--- src/rtl/lkhc_pkg.sv ---
// Package with the shared constants and control types of the LRU keyed handle cache.
`default_nettype none
package lkhc_pkg;

    localparam int EVICT_LIMIT_DEF = 20;

    localparam int CMD_W    = 2;
    localparam int DIM_W    = 16;
    localparam int BITS_W   = 64;
    localparam int HANDLE_W = 32;

    localparam logic [CMD_W-1:0] CMD_LOOKUP = 2'd0;
    localparam logic [CMD_W-1:0] CMD_ADD    = 2'd1;
    localparam logic [CMD_W-1:0] CMD_CLEAR  = 2'd2;

    typedef struct packed {
        logic load;
        logic cmp;
        logic exec;
        logic clr_load;
        logic clr_shift;
    } ctrl_cmd_t;

    typedef struct packed {
        logic cmd_clear;
        logic occ_zero;
        logic occ_one;
    } ctrl_stat_t;

endpackage
`default_nettype wire

--- src/rtl/lkhc_ctrl.sv ---
// Controller state machine that sequences compare, update and result delivery.
`default_nettype none
module lkhc_ctrl (
    input  wire logic                aclk,
    input  wire logic                aresetn,
    input  wire logic                s_valid,
    output logic                     s_ready,
    output logic                     m_valid,
    input  wire logic                m_ready,
    input  wire lkhc_pkg::ctrl_stat_t stat,
    output lkhc_pkg::ctrl_cmd_t      cmd
);
    import lkhc_pkg::*;

    localparam logic [2:0] ST_IDLE     = 3'd0;
    localparam logic [2:0] ST_CMP      = 3'd1;
    localparam logic [2:0] ST_EXEC     = 3'd2;
    localparam logic [2:0] ST_OUT      = 3'd3;
    localparam logic [2:0] ST_CLR_LOAD = 3'd4;
    localparam logic [2:0] ST_CLR_OUT  = 3'd5;

    logic [2:0] state_reg;
    logic [2:0] state_next;

    always_comb begin
        state_next = state_reg;
        cmd        = '0;
        s_ready    = 1'b0;
        m_valid    = 1'b0;
        case (state_reg)
            ST_IDLE: begin
                s_ready = 1'b1;
                if (s_valid) begin
                    cmd.load   = 1'b1;
                    state_next = ST_CMP;
                end
            end
            ST_CMP: begin
                cmd.cmp    = 1'b1;
                state_next = ST_EXEC;
            end
            ST_EXEC: begin
                cmd.exec = 1'b1;
                if (stat.cmd_clear && !stat.occ_zero) begin
                    state_next = ST_CLR_LOAD;
                end else begin
                    state_next = ST_OUT;
                end
            end
            ST_OUT: begin
                m_valid = 1'b1;
                if (m_ready) begin
                    state_next = ST_IDLE;
                end
            end
            ST_CLR_LOAD: begin
                cmd.clr_load = 1'b1;
                state_next   = ST_CLR_OUT;
            end
            ST_CLR_OUT: begin
                m_valid = 1'b1;
                if (m_ready) begin
                    cmd.clr_shift = 1'b1;
                    state_next    = stat.occ_one ? ST_IDLE : ST_CLR_LOAD;
                end
            end
            default: begin
                state_next = ST_IDLE;
            end
        endcase
    end

    always_ff @(posedge aclk) begin
        if (!aresetn) begin
            state_reg <= ST_IDLE;
        end else begin
            state_reg <= state_next;
        end
    end

endmodule
`default_nettype wire

--- config.mk ---
export PLATFORM = sky130hd
export DESIGN_NAME = lkhc_ctrl
export DESIGN_NICKNAME = d
export VERILOG_FILES = /design/src/rtl/lkhc_pkg.sv /design/src/rtl/lkhc_ctrl.sv
export SDC_FILE = /design/constraint.sdc
export NUM_CORES = 1
export LEC_CHECK = 0
export ABC_AREA = 0
export ABC_CLOCK_PERIOD_IN_PS = 1000
export CORE_AREA = 2 2 39 41
export CTS_CLUSTER_SIZE = 28
export DETAILED_ROUTE_END_ITERATION = 12
export DIE_AREA = 0 0 41 43
export DONT_BUFFER_PORTS = 1
export PLACE_DENSITY = 0.43
export SLEW_MARGIN = 20
export SYNTH_ARGS = -nofsm -noshare
export SYNTH_HDL_FRONTEND = slang
export SYNTH_SLANG_ARGS = --single-unit
--- constraint.sdc ---
create_clock -name aclk -period 1 [get_ports aclk]
set_input_delay 0.2 -clock aclk [delete_from_list [all_inputs] [get_ports aclk]]
set_output_delay 0.2 -clock aclk [all_outputs]
set_load 0.005 [all_outputs]
==> flow_summary.toml, run 1 <==
[setup_path]
cp-end-kind = "primary output"
path_cells = "buf_6, nor3_4, and2_4"
path_buf_inv = 1
max_stage_delay_ns = 0.35
critical_path.top_delay_family = "flip-flops"
arrival_ns = 1.03
cp_max_fo = 4
crit_required_ns = 0.80
critPathKind = "reg2out"
cp_slowest_cell = "dfxtp_4"
cp-start-kind = "register"

[grt]
grt_start_max_net_pins = 10
grt_pass1_vias = 377
grt_pass1_wl_um = 1480
antenna_found_initial = 0
grt-ovfl-total = 0
grt.total_usage = 0.127

[yosys]
seq_area_frac_synth = 0.195
yosysWarnings = 0
synth_cell_type_count = 28
ys_seq_elements = 3
syn_nets = 42
avgSynthCellArea_sq_um = 8.79
synth_area_sq_um = 308
syn_inst = 35

[floorplan]
die_w_um = 41
core_sq_mm = 0.00138
dieArea_sq_mm = 0.00176
pin_count = 14
rows = 14
chipHeight_um = 43
start_util = 0.222

[sta]
fin_crit_sh = 1.23
slew_headroom = 0.820
min_period_ns = 1.23
finalSetupViolations = 10
drv_slew = 0
hold_viol_final = 0
timing.hold.ws_ns = 0.121
worst_pin_slew_ns = 0.267
skew_ns = 0.000565
grt_setup_unrepaired = "true"
fmax_mhz = 814
worst_slack_ns = -0.228

[run]
cap_violations = 0

[detailed_routing]
vias = 345
drcViolationCount = 0
ant_nets = 0
wirelength_um = 890
drt_iter0_drc = 5
firstDrtPassIters = 4
vias_per_cell = 5.00
wl_per_cell_um = 12.9

[placed_design]
post-dp-hpwl_um = 619
port_buffers = 0
dp_cells = 57
place_ws_ns = -0.0538
place_area_sq_um = 387
gp_congestion = 0.647

[cells_and_area]
fillers = 135
final_common_cell = "buf_4"
final_cells = 69
layout-drive-gt1-share = 0.792
largest_reg_flops = 3
layout.nets = 61
syn_to_final_growth_pct = 91.1
layout_common_cells = "9 x buf_4, 8 x buf_6, 3 x clkbuf_4, 3 x dfxtp_4"
final_area_sq_um = 588
n_antenna_cell = 0

[clock_tree]
postCtsHoldBufs = 0
clockBufferDepth = 2
cts.reportedPaths.clkPinSlew_ns = 0.03
cts-buffers-inserted = 3
h-tree-depth = 1
root_buffer = "clkbuf_4"
cts_tree = "yes"
clk_latency_ns = 0.23
cts_num_sinks = 3

[worst_hold_path]
hold_class = "in2reg"

[pwr]
total_power_uw = 600
p_leak_nw = 0.234
vdd_drop_max_v = 0.000465
p_per_area_mw_per_mm2 = 1020

[outcome]
outcome = "finished, violations left"
violations = "negative setup slack"
-- per-stage QoR --
stage | TNS, ns | util
global route | -2.21 | 0.425
floorplan | -0.00439 | -
global placement | -0.240 | 0.279
detailed placement | -0.269 | 0.279
CTS | -1.73 | 0.385
finish | -1.62 | 0.425
-- logic make-up (layout without fill, tap and decap cells) --
logic type      Yosys count  after routing  synth area share
compound gates            9              9             0.285
buf+inv                   4             22            0.0813
flops                     3              3             0.195
simple gates             19             19             0.439
-- path summary, 6_finish.rpt --
| path | to | cells after the start | slack, ns | startpoint |
|---|---|---|---|---|
| min | state_reg[0] | 2 | 0.12 | aresetn |
| max | cmd[4] | 3 | -0.23 | state_reg[0] |
| max reg2reg | state_reg[2] | 4 | -0.15 | state_reg[1] |
| min reg2reg | state_reg[1] | 1 | 0.67 | state_reg[2] |
-- cell usage after synthesis --
library cell / n / area [sq um]
and2_1: 1 / 6.26
nand4b_1: 1 / 8.76
o31ai_1: 1 / 7.51
nor2_1: 1 / 3.75
nor2b_1: 1 / 6.26
dfxtp_1: 3 / 60.1
nand3_1: 1 / 5.00
buf_6: 1 / 11.3
a21oi_1: 2 / 10.0
a221oi_2: 1 / 15.0
nand2b_1: 3 / 18.8
o41ai_2: 1 / 16.3
nor3b_2: 1 / 12.5
o21bai_2: 1 / 11.3
and2b_2: 1 / 8.76
and4bb_1: 1 / 12.5
o21bai_1: 1 / 7.51
a211oi_2: 1 / 12.5
nand2_2: 1 / 6.26
nand2_1: 1 / 3.75
buf_2: 2 / 10.0
and3_1: 1 / 6.26
nor3_1: 2 / 10.0
nor4_1: 1 / 6.26
inv_1: 1 / 3.75
and4bb_2: 1 / 12.5
o21a_1: 1 / 7.51
nor3b_1: 1 / 7.51
-- worst reg2reg max path: cells and delay by family, from the launching register on --
kind                   cells  cell delay, ns
AOI/OAI and AO/OA          2            0.45
DFF                        1            0.36
buffers and inverters      2            0.24
-- routing by layer --
layer  vias up  track usage  share of wire
li1        170            -              -
met1       167        0.112           0.36
met2         8        0.222           0.60
met3         0       0.0628          0.048
met4         0       0.0600              0
met5         -            0              0
-- area by class of cell --
| class | instances | area [sq um] | share of cell area |
|---|---|---|---|
| inverters | 1 | 3.75 | 0.00638 |
| clock buffers | 4 | 26.3 | 0.0447 |
| flip-flops and latches | 3 | 71.3 | 0.121 |
| repair buffers | 17 | 158 | 0.268 |
| well taps | 16 | 20.0 | 0.0340 |
| multi-input cells | 28 | 309 | 0.526 |
-- repair_timing --
item / CTS / global route
buffers inserted: 7 / 1
gates resized for setup: 18 / 9
pin swaps: 5 / 6
setup endpoints to repair: 10 / 10
-- power breakdown --
group          leakage [nW]  internal (mW)  switching [mW]  total [mW]
logic                 0.192          0.148          0.0986       0.247
registers            0.0267          0.128          0.0156       0.144
clock network        0.0150          0.149          0.0596       0.209
total                 0.234          0.426           0.174       0.600
Power figures use the tool's default switching activity.
==> run 2: changes to the inputs <==
--- a/config.mk
+++ b/config.mk
@@ -8,6 +8,7 @@
 export ABC_AREA = 0
 export ABC_CLOCK_PERIOD_IN_PS = 1000
 export CORE_AREA = 2 2 39 41
+export CTS_BUF_LIST = sky130_fd_sc_hd__clkbuf_4 sky130_fd_sc_hd__clkbuf_8
 export CTS_CLUSTER_SIZE = 28
 export DETAILED_ROUTE_END_ITERATION = 12
 export DIE_AREA = 0 0 41 43
==> run 2 against run 1 <==
  * The run still ends with negative setup slack left
  * Clock power increased by 13%
  * Wire length decreased by 0.11%
  * Critical path depth unchanged
  * Register-to-register slack about the same
  * Maximum frequency unchanged
  * Non-clock buffer count unchanged
  * Critical path type unchanged
  * Critical endpoint unchanged
  * Highest routed layer unchanged
==> flow_summary.toml, run 2 (synthesized netlist as in run 1, its figures left out) <==
[setup_path]
cp-end-kind = "primary output"
cp-start-kind = "register"
critPathKind = "reg2out"
arrival_ns = 1.03
path_cells = "buf_6, nor3_4, and2_4"
critical_path.top_delay_family = "flip-flops"
crit_required_ns = 0.80
cp_max_fo = 4
path_buf_inv = 1
max_stage_delay_ns = 0.35
cp_slowest_cell = "dfxtp_4"

[cells_and_area]
layout_common_cells = "9 x buf_4, 8 x buf_6, 4 x clkbuf_4"
syn_to_final_growth_pct = 92.3
postLayoutCoreUtil = 0.428
final_common_cell = "buf_4"
largest_reg_flops = 3
n_antenna_cell = 0
layout.nets = 61
final_cells = 69
layout-drive-gt1-share = 0.811

[clock_tree]
cts.reportedPaths.clkPinSlew_ns = 0.03
clk_latency_ns = 0.23
clockBufferDepth = 2
h-tree-depth = 1
root_buffer = "clkbuf_4"
cts_num_sinks = 3
cts_tree = "yes"
cts-buffers-inserted = 3

[floorplan]
rows = 14
core_sq_mm = 0.00138
die_w_um = 41
start_util = 0.222
dieArea_sq_mm = 0.00176
pin_count = 14
chipHeight_um = 43

[pwr]
vdd_drop_max_v = 0.000465
p_leak_nw = 0.238
power_frac_comb = 0.394
p_per_area_mw_per_mm2 = 1060
sw_frac_of_total = 0.278
total_power_uw = 627
clkPwrFrac = 0.377
p_int_uw = 453
p_seq_frac = 0.229
p_switching_uw = 174

[outcome]
violations = "negative setup slack"
outcome = "finished, violations left"

[placed_design]
port_buffers = 0
place_ws_ns = -0.0538
post-dp-hpwl_um = 619
gp_congestion = 0.647
dp_cells = 57

[detailed_routing]
wl_per_cell_um = 12.9
ant_nets = 0
drcViolationCount = 0
drt_iter0_drc = 5
vias = 345
firstDrtPassIters = 4
wirelength_um = 889
vias_per_cell = 5.00

[sta]
fmax_mhz = 814
grt_setup_unrepaired = "true"
tns_ns = -1.62
min_period_ns = 1.23
drv_slew = 0
slew_headroom = 0.820
fin_crit_sh = 1.23
worst_slack_ns = -0.228
finalSetupViolations = 10
skew_ns = 0.000803
worst_pin_slew_ns = 0.267
hold_viol_final = 0

[grt]
grt-ovfl-total = 0
grt_use_met3 = 0.0628
gr-usage-met1 = 0.112
use_met2 = 0.222
grt_pass1_wl_um = 1480
grt_pass1_vias = 377
busiest_layer = "met2"
grt.total_usage = 0.127
antenna_found_initial = 0
grt_start_max_net_pins = 10

[worst_hold_path]
hold_class = "in2reg"

[run]
cap_violations = 0
==> run 2: cell types whose count changed in the layout (fill, tap and decap cells not counted) <==
cell	delta
clkbuf_1	-1
clkbuf_4	+1
==> run 2: final timing paths <==
| check | cells past startpoint | slack (ns) | startpoint | to |
|---|---|---|---|---|
| hold reg to reg | 1 | 0.67 | state_reg[2] | state_reg[1] |
| hold / removal | 2 | 0.12 | aresetn | state_reg[0] |
| setup reg to reg | 4 | -0.15 | state_reg[1] | state_reg[2] |
| setup / recovery | 3 | -0.23 | state_reg[0] | cmd[4] |
==> run 2: metal layers <==
| layer | vias to the layer above | routed length (um) | share of wire |
|---|---|---|---|
| met4 | 0 | 0 | 0 |
| met3 | 0 | 43 | 0.048 |
| met2 | 8 | 529 | 0.60 |
| met1 | 167 | 315 | 0.35 |
| met5 | - | 0 | 0 |
| li1 | 170 | - | - |
==> run 2: stage by stage <==
| stage | hold WS (ns) | cell area [sq um] |
|---|---|---|
| 5_1_grt | 0.102 | 592 |
| 6_report | 0.121 | 592 |
| 4_1_cts | 0.112 | 537 |
| 3_3_place_gp | 0.375 | 387 |
| 3_5_place_dp | 0.369 | 387 |
| 2_1_floorplan | 0.346 | 329 |
==> run 2: final cells by class <==
| type | instances | area (sq um) |
|---|---|---|
| Clock buffer | 4 | 30.0 |
| Fill cell | 133 | 792 |
| Inverter | 1 | 3.75 |
| Multi-Input combinational cell | 28 | 309 |
| Sequential cell | 3 | 71.3 |
| Tap cell | 16 | 20.0 |
| Timing Repair Buffer | 17 | 158 |
==> run 2: power groups by stage <==
stage / sequential (mW) / combinational [mW] / clock, mW
2_1_floorplan: 0.142 / 0.0962 / 0
3_3_place_gp: 0.153 / 0.124 / 0
3_5_place_dp: 0.153 / 0.126 / 0
4_1_cts: 0.144 / 0.215 / 0.251
5_1_grt: 0.145 / 0.268 / 0.272
6_report: 0.144 / 0.247 / 0.236
==> run 2: repair_timing <==
action                                  4_1_cts  5_1_grt
gates resized for setup                      18        9
pin swaps                                     5        6
endpoints found under the setup margin       10       10
buffers inserted                              7        1
hold buffers                                  0        0
==> run 2: worst reg2reg max path, cell delays in order, from the launching register on <==
cell and delay [ns]:
dfxtp_4 0.36, buf_6 0.13, buf_6 0.11, o21a_1 0.19, o41ai_2 0.26
==> run 3: changes to the inputs <==
--- a/config.mk
+++ b/config.mk
@@ -13,8 +13,7 @@
 export DETAILED_ROUTE_END_ITERATION = 12
 export DIE_AREA = 0 0 41 43
 export DONT_BUFFER_PORTS = 1
-export PLACE_DENSITY = 0.43
-export SLEW_MARGIN = 20
+export SLEW_MARGIN = 5
 export SYNTH_ARGS = -nofsm -noshare
 export SYNTH_HDL_FRONTEND = slang
 export SYNTH_SLANG_ARGS = --single-unit
==> run 3 against run 2 <==
  * The run still ends with negative setup slack left
  * Non-clock buffer count is 2 higher
  * Critical path depth stayed put
  * First-iteration DRC count shrank 40%
  * Wire length rose by 5.2%
==> flow_summary.toml, run 3 (synthesized netlist as in run 1, its figures left out) <==
[outcome]
outcome = "finished, violations left"
violations = "negative setup slack"

[detailed_routing]
vias_per_cell = 4.99
wirelength_um = 935
wl_per_cell_um = 13.2
wl_met3_um = 67
wirelength_met1_um = 314
firstDrtPassIters = 3
drt_iter0_drc = 3
vias = 354
ant_nets = 0
top_layer = "met4"
drcViolationCount = 0
wl_met2_um = 542

[floorplan]
core_sq_mm = 0.00138
rows = 14
dieArea_sq_mm = 0.00176
die_w_um = 41
start_util = 0.222
chipHeight_um = 43
pin_count = 14

[sta]
timing.hold.ws_ns = 0.0925
grt_setup_unrepaired = "true"
drv_slew = 0
hold_viol_final = 0
fmax_mhz = 803
slew_headroom = 0.844
fin_crit_sh = 1.24
min_period_ns = 1.24
finalSetupViolations = 10
worst_slack_ns = -0.245
worst_pin_slew_ns = 0.233
skew_ns = 0.00185

[grt]
grt.total_usage = 0.139
grt_pass1_wl_um = 1620
antenna_found_initial = 0
grt_start_max_net_pins = 9
grt-ovfl-total = 0
grt_pass1_vias = 389

[placed_design]
port_buffers = 0
gp_congestion = 0.720
dp_cells = 60
post-dp-hpwl_um = 638
place_ws_ns = -0.0836

[setup_path]
crit_required_ns = 0.80
cp_max_fo = 8
arrival_ns = 1.04
critPathKind = "reg2out"
cp-start-kind = "register"
rrSetupSlack_ns = -0.18
cp-end-kind = "primary output"

[worst_hold_path]
hold_class = "in2reg"

[pwr]
vdd_drop_max_v = 0.000661
p_per_area_mw_per_mm2 = 997
p_leak_nw = 0.248

[clock_tree]
cts_num_sinks = 3
clk_latency_ns = 0.23
cts_tree = "yes"
h-tree-depth = 1
clockBufferDepth = 2
postCtsHoldBufs = 0
root_buffer = "clkbuf_4"
cts-buffers-inserted = 3
cts.reportedPaths.clkPinSlew_ns = 0.04

[cells_and_area]
layout-drive-gt1-share = 0.836
syn_to_final_growth_pct = 96.3
final_common_cell = "buf_4"
postLayoutCoreUtil = 0.437
layout.nets = 63
largest_reg_flops = 3
final_cells = 71
layout_common_cells = "14 x buf_4, 5 x buf_6, 4 x clkbuf_4"
multi_input_area_sq_um = 320
n_antenna_cell = 0
fillers = 143
regArea_sq_um = 68.8

[run]
cap_violations = 0
## run 3: layout make-up
cell class              count  area share
flip-flops and latches      3       0.114
inverters                   1     0.00621
well taps                  16      0.0331
clock buffers               4      0.0497
multi-input cells          28       0.530
repair buffers             19       0.267
## run 3: worst paths after layout
path | startpoint | end | depth (start not counted)
worst max-delay path | state_reg[1] | cmd[4] | 3
worst min-delay path | aresetn | state_reg[0] | 2
worst max register to register | state_reg[2] | state_reg[2] | 6
worst min register to register | state_reg[1] | state_reg[0] | 2
## run 3: where the power goes
group	total (mW)	leakage [nW]	internal, mW	switching [mW]
Clock	0.235	0.0184	0.176	0.0589
Combinational	0.219	0.203	0.128	0.0910
Sequential	0.149	0.0264	0.129	0.0202
## run 3: worst max-delay path: stages, from the launching register on
cell     delay (ns)
dfxtp_4        0.36
buf_6          0.12
nor3_4         0.16
and2_4         0.16
## run 3: what timing repair did
item                                    4_1_cts  5_1_grt
pin swaps                                     7        4
resized for setup                            17        6
endpoints found under the setup margin       10       10
setup buffers                                 6        1
## run 3: metrics by stage
stage          instance area, sq um  power, mW  setup TNS (ns)
2_1_floorplan                   329      0.238        -0.00439
3_3_place_gp                    409      0.288          -0.333
3_5_place_dp                    409      0.287          -0.330
4_1_cts                         563      0.600           -1.76
5_1_grt                         604      0.653           -2.28
6_report                        604      0.603           -1.76
## run 3: layer usage
| metal | vias to the layer above | track usage |
|---|---|---|
| met3 | 2 | 0.0366 |
| met4 | 0 | 0.100 |
| li1 | 173 | - |
| met5 | - | 0 |
| met1 | 169 | 0.141 |
| met2 | 10 | 0.225 |
